File: config.mk
export PLATFORM = sky130hd
export DESIGN_NAME = agbkf_ctrl
export DESIGN_NICKNAME = d
export VERILOG_FILES = /design/src/rtl/agbkf_pkg.sv /design/src/rtl/agbkf_ctrl.sv
export SDC_FILE = /design/constraint.sdc
export NUM_CORES = 1
export LEC_CHECK = 0
export BUFFER_PORTS_ARGS = -buffer_cell sky130_fd_sc_hd__buf_4
export CELL_PAD_IN_SITES_DETAIL_PLACEMENT = 0
export CELL_PAD_IN_SITES_GLOBAL_PLACEMENT = 1
export CORE_ASPECT_RATIO = 1.4
export CORE_UTILIZATION = 36
export DETAILED_ROUTE_END_ITERATION = 12
export PLACE_DENSITY = 0.7
export SLEW_MARGIN = 10
export SYNTH_ARGS = -nofsm -noshare
export SYNTH_HDL_FRONTEND = slang
export SYNTH_SLANG_ARGS = --single-unit
File: constraint.sdc
create_clock -name clk -period 1.85 [get_ports clk]
set_clock_uncertainty 0.1 [all_clocks]
set_input_delay 0 -clock clk [delete_from_list [all_inputs] [get_ports clk]]
set_output_delay 0 -clock clk [all_outputs]
set_load 0.05 [all_outputs]
File: src/rtl/agbkf_pkg.sv
// Shared types, constants and arithmetic helpers for the angle / gyro-bias Kalman filter.
// Used by agbkf_ctrl, agbkf_dp and the top level; depends on nothing.
`timescale 1ns / 1ps
`default_nettype none
package agbkf_pkg;

	// channel count default and fraction bits of Q8.24
	localparam int NUM_AXES_DEF = 2;
	localparam int FRAC_SH      = 24;

	// field widths
	localparam int ACC_W   = 25;
	localparam int GYR_W   = 28;
	localparam int Q_W     = 25;
	localparam int R_W     = 29;
	localparam int DT_W    = 25;
	localparam int CFG_W   = 29;
	localparam int CFG_IDX_W = 2;
	localparam int IN_DATA_W  = 56;
	localparam int OUT_DATA_W = 64;

	// divider: magnitude of a 32-bit numerator shifted up by the fraction bits
	localparam int DVD_W     = 32 + FRAC_SH;
	localparam int DIV_STEPS = DVD_W;
	localparam int DIV_CNT_W = $clog2(DIV_STEPS);

	// configuration register indexes
	localparam logic [CFG_IDX_W-1:0] CFG_Q_ANGLE = 2'd0;
	localparam logic [CFG_IDX_W-1:0] CFG_Q_GYRO  = 2'd1;
	localparam logic [CFG_IDX_W-1:0] CFG_R_ANGLE = 2'd2;
	localparam logic [CFG_IDX_W-1:0] CFG_DT_STEP = 2'd3;

	// reset values
	localparam logic [Q_W-1:0]  Q_ANGLE_RST = 25'd16777;
	localparam logic [Q_W-1:0]  Q_GYRO_RST  = 25'd50332;
	localparam logic [R_W-1:0]  R_ANGLE_RST = 29'd8388608;
	localparam logic [DT_W-1:0] DT_STEP_RST = 25'd167772;
	localparam logic signed [31:0] ONE_Q24  = 32'sd16777216;

	// product selected for the shared multiplier
	typedef enum logic [3:0] {
		MUL_NONE,
		MUL_GB_DT,
		MUL_PSUM_DT,
		MUL_P11_DT,
		MUL_K0_E,
		MUL_K1_E,
		MUL_K1_P00,
		MUL_K1_P01,
		MUL_K0_P00,
		MUL_K0_P01
	} mul_sel_t;

	// controller states
	typedef enum logic [3:0] {
		ST_IDLE,
		ST_M_GB,
		ST_M_PSUM,
		ST_M_P11,
		ST_DRAIN1,
		ST_DIV_INIT,
		ST_DIV,
		ST_DIV_FIN,
		ST_M_K0E,
		ST_M_K1E,
		ST_M_K1P00,
		ST_M_K1P01,
		ST_M_K0P00,
		ST_M_K0P01,
		ST_DRAIN2,
		ST_WB
	} state_t;

	// controller to datapath
	typedef struct packed {
		logic     load;
		mul_sel_t mul;
		logic     div_init;
		logic     div_step;
		logic     div_fin;
		logic     wb;
	} cmd_t;

	// datapath to controller
	typedef struct packed {
		logic out_free;
	} stat_t;

	// saturate to signed 32 bits
	function automatic logic signed [31:0] sat32(input logic signed [47:0] v);
		logic signed [31:0] r;
		if (v > 48'sd2147483647) begin
			r = 32'sh7fffffff;
		end else if (v < -48'sd2147483648) begin
			r = 32'sh80000000;
		end else begin
			r = v[31:0];
		end
		return r;
	endfunction

	// round a Q8.24 product back by the fraction bits, ties up
	function automatic logic signed [47:0] rnd(input logic signed [65:0] p);
		logic signed [65:0] t;
		t = p + 66'sd8388608;
		return 48'(t >>> FRAC_SH);
	endfunction

endpackage
`default_nettype wire

File: src/rtl/agbkf_ctrl.sv
// Sequencer for the filter: predict, divide, correct, write back.
// Depends on agbkf_pkg; drives agbkf_dp through cmd_t.
`timescale 1ns / 1ps
`default_nettype none
module agbkf_ctrl (
	input  wire                   clk,
	input  wire                   arst_n,
	input  wire                   in_valid,
	output logic                  in_ready,
	input  agbkf_pkg::stat_t      stat,
	output agbkf_pkg::cmd_t       cmd
);

	agbkf_pkg::state_t state_q, state_d;
	logic [agbkf_pkg::DIV_CNT_W-1:0] cnt_q;

	// state register and divide step counter
	always_ff @(posedge clk or negedge arst_n) begin
		if (!arst_n) begin
			state_q <= agbkf_pkg::ST_IDLE;
			cnt_q   <= '0;
		end else begin
			state_q <= state_d;
			if (state_q == agbkf_pkg::ST_DIV_INIT) begin
				cnt_q <= '0;
			end else if (state_q == agbkf_pkg::ST_DIV) begin
				cnt_q <= cnt_q + 1'b1;
			end
		end
	end

	// next state
	always_comb begin
		state_d = state_q;
		unique case (state_q)
			agbkf_pkg::ST_IDLE:     if (in_valid) state_d = agbkf_pkg::ST_M_GB;
			agbkf_pkg::ST_M_GB:     state_d = agbkf_pkg::ST_M_PSUM;
			agbkf_pkg::ST_M_PSUM:   state_d = agbkf_pkg::ST_M_P11;
			agbkf_pkg::ST_M_P11:    state_d = agbkf_pkg::ST_DRAIN1;
			agbkf_pkg::ST_DRAIN1:   state_d = agbkf_pkg::ST_DIV_INIT;
			agbkf_pkg::ST_DIV_INIT: state_d = agbkf_pkg::ST_DIV;
			agbkf_pkg::ST_DIV: begin
				if (cnt_q == agbkf_pkg::DIV_CNT_W'(agbkf_pkg::DIV_STEPS - 1))
					state_d = agbkf_pkg::ST_DIV_FIN;
			end
			agbkf_pkg::ST_DIV_FIN:  state_d = agbkf_pkg::ST_M_K0E;
			agbkf_pkg::ST_M_K0E:    state_d = agbkf_pkg::ST_M_K1E;
			agbkf_pkg::ST_M_K1E:    state_d = agbkf_pkg::ST_M_K1P00;
			agbkf_pkg::ST_M_K1P00:  state_d = agbkf_pkg::ST_M_K1P01;
			agbkf_pkg::ST_M_K1P01:  state_d = agbkf_pkg::ST_M_K0P00;
			agbkf_pkg::ST_M_K0P00:  state_d = agbkf_pkg::ST_M_K0P01;
			agbkf_pkg::ST_M_K0P01:  state_d = agbkf_pkg::ST_DRAIN2;
			agbkf_pkg::ST_DRAIN2:   state_d = agbkf_pkg::ST_WB;
			agbkf_pkg::ST_WB:       if (stat.out_free) state_d = agbkf_pkg::ST_IDLE;
			default:                state_d = agbkf_pkg::ST_IDLE;
		endcase
	end

	// commands
	always_comb begin
		cmd          = '0;
		cmd.mul      = agbkf_pkg::MUL_NONE;
		in_ready     = 1'b0;
		unique case (state_q)
			agbkf_pkg::ST_IDLE: begin
				in_ready = 1'b1;
				cmd.load = in_valid;
			end
			agbkf_pkg::ST_M_GB:     cmd.mul = agbkf_pkg::MUL_GB_DT;
			agbkf_pkg::ST_M_PSUM:   cmd.mul = agbkf_pkg::MUL_PSUM_DT;
			agbkf_pkg::ST_M_P11:    cmd.mul = agbkf_pkg::MUL_P11_DT;
			agbkf_pkg::ST_DRAIN1:   ;
			agbkf_pkg::ST_DIV_INIT: cmd.div_init = 1'b1;
			agbkf_pkg::ST_DIV:      cmd.div_step = 1'b1;
			agbkf_pkg::ST_DIV_FIN:  cmd.div_fin = 1'b1;
			agbkf_pkg::ST_M_K0E:    cmd.mul = agbkf_pkg::MUL_K0_E;
			agbkf_pkg::ST_M_K1E:    cmd.mul = agbkf_pkg::MUL_K1_E;
			agbkf_pkg::ST_M_K1P00:  cmd.mul = agbkf_pkg::MUL_K1_P00;
			agbkf_pkg::ST_M_K1P01:  cmd.mul = agbkf_pkg::MUL_K1_P01;
			agbkf_pkg::ST_M_K0P00:  cmd.mul = agbkf_pkg::MUL_K0_P00;
			agbkf_pkg::ST_M_K0P01:  cmd.mul = agbkf_pkg::MUL_K0_P01;
			agbkf_pkg::ST_DRAIN2:   ;
			agbkf_pkg::ST_WB:       cmd.wb = stat.out_free;
			default:                ;
		endcase
	end

endmodule
`default_nettype wire

==> impl_metrics.py, run 1 <==
metrics = {
    "run_status": {
        "status": "complete, no violations",
    },
    "route": {
        "via_per_inst": 5.20,
        "firstDrtPassIters": 5,
        "drt-initial-drc-count": 10,
        "wl_per_cell_um": 13.4,
        "vias": 660,
        "drc": 0,
        "routed_wl_um": 1710,
        "antenna_left": 0,
    },
    "clocking": {
        "cts_root_buf": "clkbuf_4",
        "htreeDepth": 1,
        "clk_latency_ns": 0.26,
        "cts_num_sinks": 10,
        "clk_path_buf_depth": 2,
        "cts_made_buffers": 3,
        "cts_tree": "built",
        "cts.clk_slew.worst_paths_ns": 0.07,
    },
    "setup_path": {
        "cp-end-kind": "output port",
        "r2r_start": "state_q[0]",
        "worstSetupPathType": "reg -> out",
        "cp_top_family": "simple AND/OR/NAND/NOR gates",
        "r2r-end": "state_q[1]",
        "critPathMaxStageDelay_ns": 0.45,
        "cp_num_cells": 5,
        "arrival_ns": 1.71,
        "crit_slowest_cell": "dfrtp_2",
        "path_buf_inv": 2,
        "crit_start": "state_q[0]",
        "r2r_cells": 6,
        "crit_path_end": "cmd[5]",
        "startpoint_type": "flop",
        "crit_chain": "ha_1 > or2_2 > buf_4 > and2_1 > buf_6",
        "r2r_slack_ns": 0.06,
        "cp.required_ns": 1.75,
        "crit_path_max_fanout": 4,
    },
    "floorplanning": {
        "io_pins": 14,
        "initial_utilization": 0.382,
        "row_count": 19,
        "die-area_mm2": 0.00228,
        "core_area_mm2": 0.00197,
        "die_h_um": 56.1,
        "fp.dieW_um": 40.7,
    },
    "final_layout": {
        "drive_gt1_frac": 0.387,
        "regArea_um2": 253,
        "final_util": 0.526,
        "layout_common_cells": "buf_4 (18), nor2_1 (8), dfrtp_1 (8), nand2_1 (7), xor2_1 (4)",
        "final_common_cell": "buf_4",
        "multi_input_area_um2": 531,
        "nets": 118,
        "fin_area_mm2": 0.00104,
        "area_growth_pct": 37.9,
        "fillCellCount": 190,
        "antenna_cells": 0,
    },
    "timing": {
        "hold_viol_final": 0,
        "worst_pin_slew_ns": 0.373,
        "setup_slack_ns": 0.0389,
        "fmax_mhz": 552,
        "rsz0062_at_grt": "true",
        "relSlewSlack": 0.751,
        "min_period_ns": 1.81,
        "maxSlewViolCount": 0,
        "setup_viol": 0,
        "fin_crit_sh": 0.979,
        "setup_tns_ns": 0,
        "hold-worst-slack_ns": 0.116,
    },
    "grt": {
        "grt_pass1_vias": 662,
        "antenna_found_initial": 0,
        "grt-ovfl-total": 0,
        "grt_pass1_wl_um": 2820,
        "grt.total_usage": 0.179,
        "grt_max_degree": 12,
    },
    "logic_synthesis": {
        "syn_nets": 94,
        "synth-xor-area-share": 0.0581,
        "synth_compound_gate_area_share": 0.151,
        "syn_inst": 84,
        "synth_ff_type": "dfrtp_1",
        "synth_adder_area_share": 0.0997,
        "async_reset_ff_frac": 1.00,
        "synth_edf_count": 0,
        "yosysWarnings": 0,
        "yosys_register_bits": 10,
        "synthMuxAreaShare": 0.0150,
        "synth_area_um2": 753,
        "ys_seq_area_frac": 0.332,
        "ys_types": 37,
        "avgSynthCellArea_um2": 8.97,
        "yosys.area_share.simple": 0.281,
        "synth_top_family_by_area": "simple AND/OR/NAND/NOR gates",
    },
    "place": {
        "gp_congestion": 0.780,
        "place_area_um2": 901,
        "numPortBuffers": 13,
        "dp_slack_ns": -0.0341,
        "hpwlAfterDp_um": 1250,
    },
    "power_and_ir_drop": {
        "p_leak_uw": 0.000452,
        "ir_worst_vdd_mv": 0.308,
        "power_density_mw_per_mm2": 367,
    },
    "min_path": {
        "min_from": "stat",
        "worstHoldPathType": "in -> reg",
    },
    "job": {
        "maxCapViolCount": 0,
    },
}
==> timing repair <==
item	4_1_cts	5_1_grt
endpoints found under the hold margin	10	0
endpoints found under the setup margin	5	7
gates resized for setup	6	13
hold buffers	3	0
setup buffers	0	1
pin swaps	0	5
==> worst reg2reg max path, delay by kind of cell, from the launching register on <==
family,cells,cell delay [ns]
DFF,1,0.45
and+or+nand+nor,2,0.37
muxes,1,0.34
buffers and inverters,2,0.25
adders and majority gates,1,0.17
==> flip-flops by register name, summed over array words and instances, names as in the netlist <==
| name | cells |
|---|---|
| state_q | 4 |
| cnt_q | 6 |
==> area by class of cell <==
type                       instances  area share
multi-input combinational         65       0.511
sequential                        10       0.243
tap                               21      0.0253
clock buffer                       3      0.0217
inverter                           5      0.0181
timing repair buffer              23       0.181
==> report_power, final <==
| group | switching [µW] | leakage, µW | internal [µW] |
|---|---|---|---|
| logic | 5.77 | 0.000320 | 8.83 |
| registers | 0 | 0.000118 | 218 |
| clock network | 73.4 | 0.0000138 | 75.0 |
==> cell usage after synthesis, types with 2 or more instances <==
master	number	area, µm²
nor3_1	2	10.0
and3_1	2	12.5
ha_1	6	75.1
nand4_1	3	18.8
nor2b_1	2	12.5
o21ai_0	4	20.0
nand3_1	2	10.0
nand2_1	7	26.3
or3_1	2	12.5
inv_1	5	18.8
and2_1	3	18.8
buf_2	2	10.0
nor2_1	8	30.0
xor2_1	4	35.0
dfrtp_1	10	250
==> per-layer routing <==
metal,global-route usage,routed length [µm]
met5,0,0
met4,0.0714,12
met3,0.0360,39
met2,0.286,887
met1,0.221,767
==> worst min path at each step <==
stage                 end  slack [ns]  cells past startpoint
2_1_floorplan    cnt_q[0]       -0.40                      0
3_3_place_gp   state_q[2]       -0.26                      1
3_5_place_dp   state_q[2]       -0.26                      1
4_1_cts        state_q[2]        0.09                      3
5_1_grt        state_q[3]        0.12                      4
6_report       state_q[3]        0.12                      4
==> cells by family (layout without fill, tap and decap cells) <==
group / Yosys count / after routing
flops: 10 / 10
compound gates: 14 / 14
xor+xnor: 5 / 5
fa+ha+maj: 6 / 6
buf+inv: 9 / 31
simple gates: 39 / 39
mux: 1 / 1
==> per-stage QoR <==
| step | instances | total power [µW] |
|---|---|---|
| 3_3_place_gp | 120 | 233 |
| 5_1_grt | 127 | 402 |
| 4_1_cts | 126 | 385 |
| 3_5_place_dp | 120 | 233 |
| 2_1_floorplan | 84 | 223 |
| 6_report | 127 | 381 |
Note: power is estimated with default switching activity, not from simulation.
==> run 2: changes to the inputs <==
--- a/config.mk
+++ b/config.mk
@@ -11,6 +11,8 @@
 export CORE_ASPECT_RATIO = 1.4
 export CORE_UTILIZATION = 36
 export DETAILED_ROUTE_END_ITERATION = 12
+export GPL_TIMING_DRIVEN = 0
+export HOLD_SLACK_MARGIN = 0.1
 export PLACE_DENSITY = 0.7
 export SLEW_MARGIN = 10
 export SYNTH_ARGS = -nofsm -noshare
==> impl_metrics.py, run 2 (synthesis gave the netlist of run 1 again) <==
metrics = {
    "timing": {
        "worst_pin_slew_ns": 0.462,
        "fin_crit_sh": 0.961,
        "fmax_mhz": 562,
        "hold-worst-slack_ns": 0.256,
        "relSlewSlack": 0.691,
        "min_period_ns": 1.78,
        "hold_viol_final": 0,
        "rsz0062_at_grt": "true",
        "maxSlewViolCount": 0,
        "setup_viol": 0,
    },
    "grt": {
        "antenna_found_initial": 0,
        "grt_pass1_wl_um": 2630,
        "busiest_layer": "met2",
        "grt_pass1_vias": 600,
        "grt.total_usage": 0.166,
        "grt_max_degree": 11,
        "grt-ovfl-total": 0,
        "grt.met3_usage": 0.0720,
        "gr-usage-met1": 0.223,
        "grt_use_met2": 0.231,
    },
    "place": {
        "gp_congestion": 0.703,
        "hpwlAfterDp_um": 1160,
        "numPortBuffers": 13,
    },
    "clocking": {
        "htreeDepth": 1,
        "cts_made_buffers": 3,
        "clk_latency_ns": 0.26,
        "cts_root_buf": "clkbuf_4",
        "cts_tree": "built",
        "clk_path_buf_depth": 2,
        "cts.clk_slew.worst_paths_ns": 0.06,
        "cts_num_sinks": 10,
    },
    "route": {
        "vias": 683,
        "wl_per_cell_um": 12.5,
        "drc": 0,
        "firstDrtPassIters": 4,
        "antenna_left": 0,
        "drt-initial-drc-count": 16,
        "via_per_inst": 5.25,
        "routed_wl_um": 1630,
    },
    "final_layout": {
        "antenna_cells": 0,
        "area_growth_pct": 41.4,
        "nets": 120,
        "regMostFlops": "cnt_q",
        "final_common_cell": "buf_4",
        "layout_common_cells": "buf_4 (19), dfrtp_1 (9), nor2_1 (8), nand2_1 (7), xor2_1 (4)",
        "final_util": 0.540,
        "largest_register_ffs": 6,
        "reg_top3": "cnt_q: 6 flops, state_q: 4 flops",
        "drive_gt1_frac": 0.413,
    },
    "power_and_ir_drop": {
        "p_leak_uw": 0.000466,
        "power_density_mw_per_mm2": 401,
        "ir_worst_vdd_mv": 0.385,
    },
    "floorplanning": {
        "io_pins": 14,
        "core_area_mm2": 0.00197,
        "die-area_mm2": 0.00228,
        "row_count": 19,
        "initial_utilization": 0.382,
        "die_h_um": 56.1,
        "fp.dieW_um": 40.7,
    },
    "run_status": {
        "status": "complete, no violations",
    },
    "setup_path": {
        "cp-end-kind": "output port",
        "critPathMaxStageDelay_ns": 0.41,
        "startpoint_type": "flop",
        "arrival_ns": 1.68,
        "cp_top_family": "flip-flops",
        "path_buf_inv": 2,
        "crit_path_max_fanout": 6,
        "cp.required_ns": 1.75,
        "crit_chain": "buf_4 > ha_4 > or2_4 > o211a_4 > buf_6",
        "worstSetupPathType": "reg -> out",
        "crit_slowest_cell": "dfrtp_1",
    },
    "min_path": {
        "worstHoldPathType": "in -> reg",
    },
    "job": {
        "maxCapViolCount": 0,
    },
}
## run 2: power breakdown
| group | total, µW | internal (µW) | leakage [µW] | switching, µW |
|---|---|---|---|---|
| logic | 14.6 | 8.74 | 0.000327 | 5.86 |
| registers | 219 | 219 | 0.000118 | 0 |
| clock network | 194 | 120 | 0.0000210 | 74.7 |
| total | 427 | 347 | 0.000466 | 80.6 |
## run 2: layer usage
metal	wire, µm	vias to the layer above
met5	0	-
met4	10	0
met3	60	2
met2	792	13
met1	762	324
li1	-	344
## run 2: final cells by class
class	count	area, µm²
Buffer	4	31.3
Multi-Input combinational cell	65	529
Fill cell	181	908
Tap cell	21	26.3
Sequential cell	10	251
Inverter	5	21.3
Clock buffer	4	36.3
Timing Repair Buffer	21	169
## run 2: final timing paths
| check | startpoint | end | slack (ns) | depth (start not counted) |
|---|---|---|---|---|
| setup / recovery | state_q[1] | cmd[6] | 0.07 | 5 |
| hold / removal | in_valid | state_q[3] | 0.26 | 4 |
| setup reg to reg | state_q[1] | state_q[2] | 0.07 | 5 |
| hold reg to reg | cnt_q[0] | cnt_q[0] | 0.42 | 2 |
| max in group asynchronous | arst_n | state_q[0] | 0.66 | 3 |
| min in group asynchronous | arst_n | cnt_q[1] | 0.65 | 3 |
## run 2: worst min-delay path: cells and delay by family
family	cells	cell delay (ns)
AND/OR/NAND/NOR	1	0.23
buffers and inverters	1	0.11
AO/OA/AOI/OAI	2	0.23
## run 2: through the flow
step	setup WS, ns	total power [µW]	setup TNS [ns]	area, µm²	cells
2_1_floorplan	-0.0512	223	-0.0512	763	84
3_3_place_gp	-0.116	232	-0.287	887	118
3_5_place_dp	-0.133	233	-0.312	887	118
4_1_cts	0.00385	438	0	1020	127
5_1_grt	-0.0132	450	-0.0251	1060	130
6_report	0.0720	427	0	1060	130
## run 2: what timing repair did
action / CTS / global route
hold endpoints to repair: 11 / 0
setup buffers: 2 / 3
resized for setup: 12 / 7
cloned: 0 / 0
hold buffers: 3 / 0
pin swaps: 0 / 3
setup endpoints to repair: 6 / 5
==> run 3: changes to the inputs <==
--- a/config.mk
+++ b/config.mk
@@ -9,11 +9,11 @@
 export CELL_PAD_IN_SITES_DETAIL_PLACEMENT = 0
 export CELL_PAD_IN_SITES_GLOBAL_PLACEMENT = 1
 export CORE_ASPECT_RATIO = 1.4
-export CORE_UTILIZATION = 36
+export CORE_UTILIZATION = 35
 export DETAILED_ROUTE_END_ITERATION = 12
 export GPL_TIMING_DRIVEN = 0
 export HOLD_SLACK_MARGIN = 0.1
-export PLACE_DENSITY = 0.7
+export PLACE_DENSITY = 0.68
 export SLEW_MARGIN = 10
 export SYNTH_ARGS = -nofsm -noshare
 export SYNTH_HDL_FRONTEND = slang
==> impl_metrics.py, run 3 (synthesis gave the netlist of run 1 again) <==
metrics = {
    "run_status": {
        "status": "finished with violations",
        "violations": "setup timing",
    },
    "min_path": {
        "hold_path_end": "state_q[0]",
        "worstHoldPathType": "in -> reg",
        "min_from": "in_valid",
        "hold_depth": 4,
    },
    "setup_path": {
        "r2r-end": "state_q[2]",
        "cp_top_family": "flip-flops",
        "r2r_start": "state_q[0]",
        "critPathMaxStageDelay_ns": 0.42,
        "arrival_ns": 1.76,
        "r2r_cells": 6,
        "path_buf_inv": 2,
        "startpoint_type": "flop",
        "crit_path_max_fanout": 6,
        "r2r_slack_ns": 0.03,
        "cp.required_ns": 1.75,
        "worstSetupPathType": "reg -> out",
        "crit_slowest_cell": "dfrtp_1",
        "crit_chain": "buf_4 > ha_2 > or2_4 > o211a_4 > buf_6",
        "cp-end-kind": "output port",
    },
    "floorplanning": {
        "row_count": 19,
        "initial_utilization": 0.377,
        "core_area_mm2": 0.00200,
        "die_h_um": 56.9,
        "io_pins": 14,
        "fp.dieW_um": 41.2,
        "die-area_mm2": 0.00234,
    },
    "final_layout": {
        "nets": 118,
        "largest_register_ffs": 6,
        "reg_top3": "cnt_q: 6 flops, state_q: 4 flops",
        "fillCellCount": 200,
        "drive_gt1_frac": 0.396,
        "layout_common_cells": "buf_4 (17), dfrtp_1 (9), nor2_1 (8), nand2_1 (7), xor2_1 (4)",
        "regMostFlops": "cnt_q",
        "area_growth_pct": 37.2,
        "final_common_cell": "buf_4",
        "fin_area_mm2": 0.00103,
        "antenna_cells": 0,
    },
    "clocking": {
        "cts_num_sinks": 10,
        "clk_latency_ns": 0.27,
        "cts.clk_slew.worst_paths_ns": 0.06,
        "cts_tree": "built",
        "clk_path_buf_depth": 2,
        "cts_made_buffers": 3,
        "htreeDepth": 1,
        "cts_root_buf": "clkbuf_4",
    },
    "grt": {
        "grt_pass1_vias": 640,
        "grt_pass1_wl_um": 2820,
        "grt.total_usage": 0.176,
        "grt_max_degree": 11,
        "grt-ovfl-total": 0,
        "antenna_found_initial": 0,
    },
    "timing": {
        "maxSlewViolCount": 0,
        "worst_pin_slew_ns": 0.464,
        "setup_slack_ns": -0.00769,
        "rsz0062_at_grt": "true",
        "relSlewSlack": 0.690,
        "fmax_mhz": 538,
        "hold_viol_final": 0,
        "setup_viol": 1,
        "min_period_ns": 1.86,
        "fin_crit_sh": 1.00,
    },
    "route": {
        "drt-initial-drc-count": 5,
        "routed_wl_um": 1720,
        "wl_per_cell_um": 13.5,
        "antenna_left": 0,
        "via_per_inst": 5.38,
        "firstDrtPassIters": 5,
        "vias": 683,
        "drc": 0,
    },
    "place": {
        "gp_congestion": 0.695,
        "numPortBuffers": 13,
        "place_area_um2": 887,
        "hpwlAfterDp_um": 1200,
    },
    "power_and_ir_drop": {
        "internal-power_uw": 303,
        "finalPower_uw": 388,
        "clock_power_share": 0.398,
        "p_leak_uw": 0.000452,
        "ir_worst_vdd_mv": 0.244,
        "p_seq_frac": 0.564,
        "pwr-share-comb": 0.038,
        "switchingPower_uw": 84.8,
        "power_density_mw_per_mm2": 375,
        "p_sw_frac": 0.219,
    },
    "job": {
        "maxCapViolCount": 0,
    },
}
run 3: cell count changes in the layout (fill, tap and decap cells not counted), sizes merged:
cell and delta:
buf -2, clkbuf -1
run 3: through the flow:
step	cells	setup slack, ns	hold WS [ns]	setup TNS [ns]	utilization
final	127	-0.00769	0.165	-0.00769	0.518
after global routing	127	-0.0522	0.201	-0.123	0.518
after CTS	124	0.000447	0.187	0	0.496
after detailed placement	118	-0.139	-0.263	-0.309	0.444
after global placement	118	-0.126	-0.265	-0.325	0.444
after floorplan	84	-0.0512	-0.396	-0.0512	-
run 3: power groups by stage:
| stage | clock, µW | sequential (µW) | combinational [µW] |
|---|---|---|---|
| 2_1_floorplan | 0 | 223 | 0.650 |
| 3_3_place_gp | 0 | 223 | 9.72 |
| 3_5_place_dp | 0 | 223 | 9.96 |
| 4_1_cts | 160 | 218 | 15.0 |
| 5_1_grt | 168 | 218 | 16.4 |
| 6_report | 154 | 219 | 14.6 |
run 3: worst max-delay path by stage:
| stage | depth (start not counted) | to | from | slack [ns] |
|---|---|---|---|---|
| global placement | 7 | state_q[1] | state_q[0] | -0.13 |
| detailed placement | 7 | state_q[1] | state_q[0] | -0.14 |
| CTS | 6 | state_q[2] | state_q[1] | 0.0004 |
| finish | 5 | cmd[6] | state_q[0] | -0.008 |
| floorplan | 7 | state_q[1] | state_q[0] | -0.05 |
| global route | 6 | state_q[2] | state_q[0] | -0.05 |
run 3: layout make-up:
class                           count  area, µm²  share of cell area
Buffer                              4       31.3              0.0303
Clock buffer                        3       22.5              0.0218
Inverter                            5       18.8              0.0182
Multi-Input combinational cell     65        529               0.512
Sequential cell                    10        251               0.243
Tap cell                           21       26.3              0.0254
Timing Repair Buffer               19        154               0.149
run 3: what timing repair did:
| item | 4_1_cts | 5_1_grt |
|---|---|---|
| setup endpoints to repair | 6 | 6 |
| pin swaps | 0 | 8 |
| hold endpoints to repair | 12 | 0 |
| buffers inserted | 0 | 3 |
| resized for setup | 12 | 7 |
| hold buffers | 3 | 0 |
run 3: worst reg2reg max path: cells and delay by family, from the launching register on:
family | cells | cell delay [ns]
AO/OA/AOI/OAI | 3 | 0.66
flip-flops | 1 | 0.42
AND/OR/NAND/NOR | 1 | 0.22
adder cells (fa/ha/maj) | 1 | 0.19
buffers and inverters | 1 | 0.10
run 3: layer usage:
metal | up-vias | routed length, µm | track usage
met3 | 3 | 55 | 0.0474
met2 | 15 | 852 | 0.254
met5 | - | 0 | 0
li1 | 348 | - | -
met4 | 0 | 31 | 0.0829
met1 | 317 | 776 | 0.235
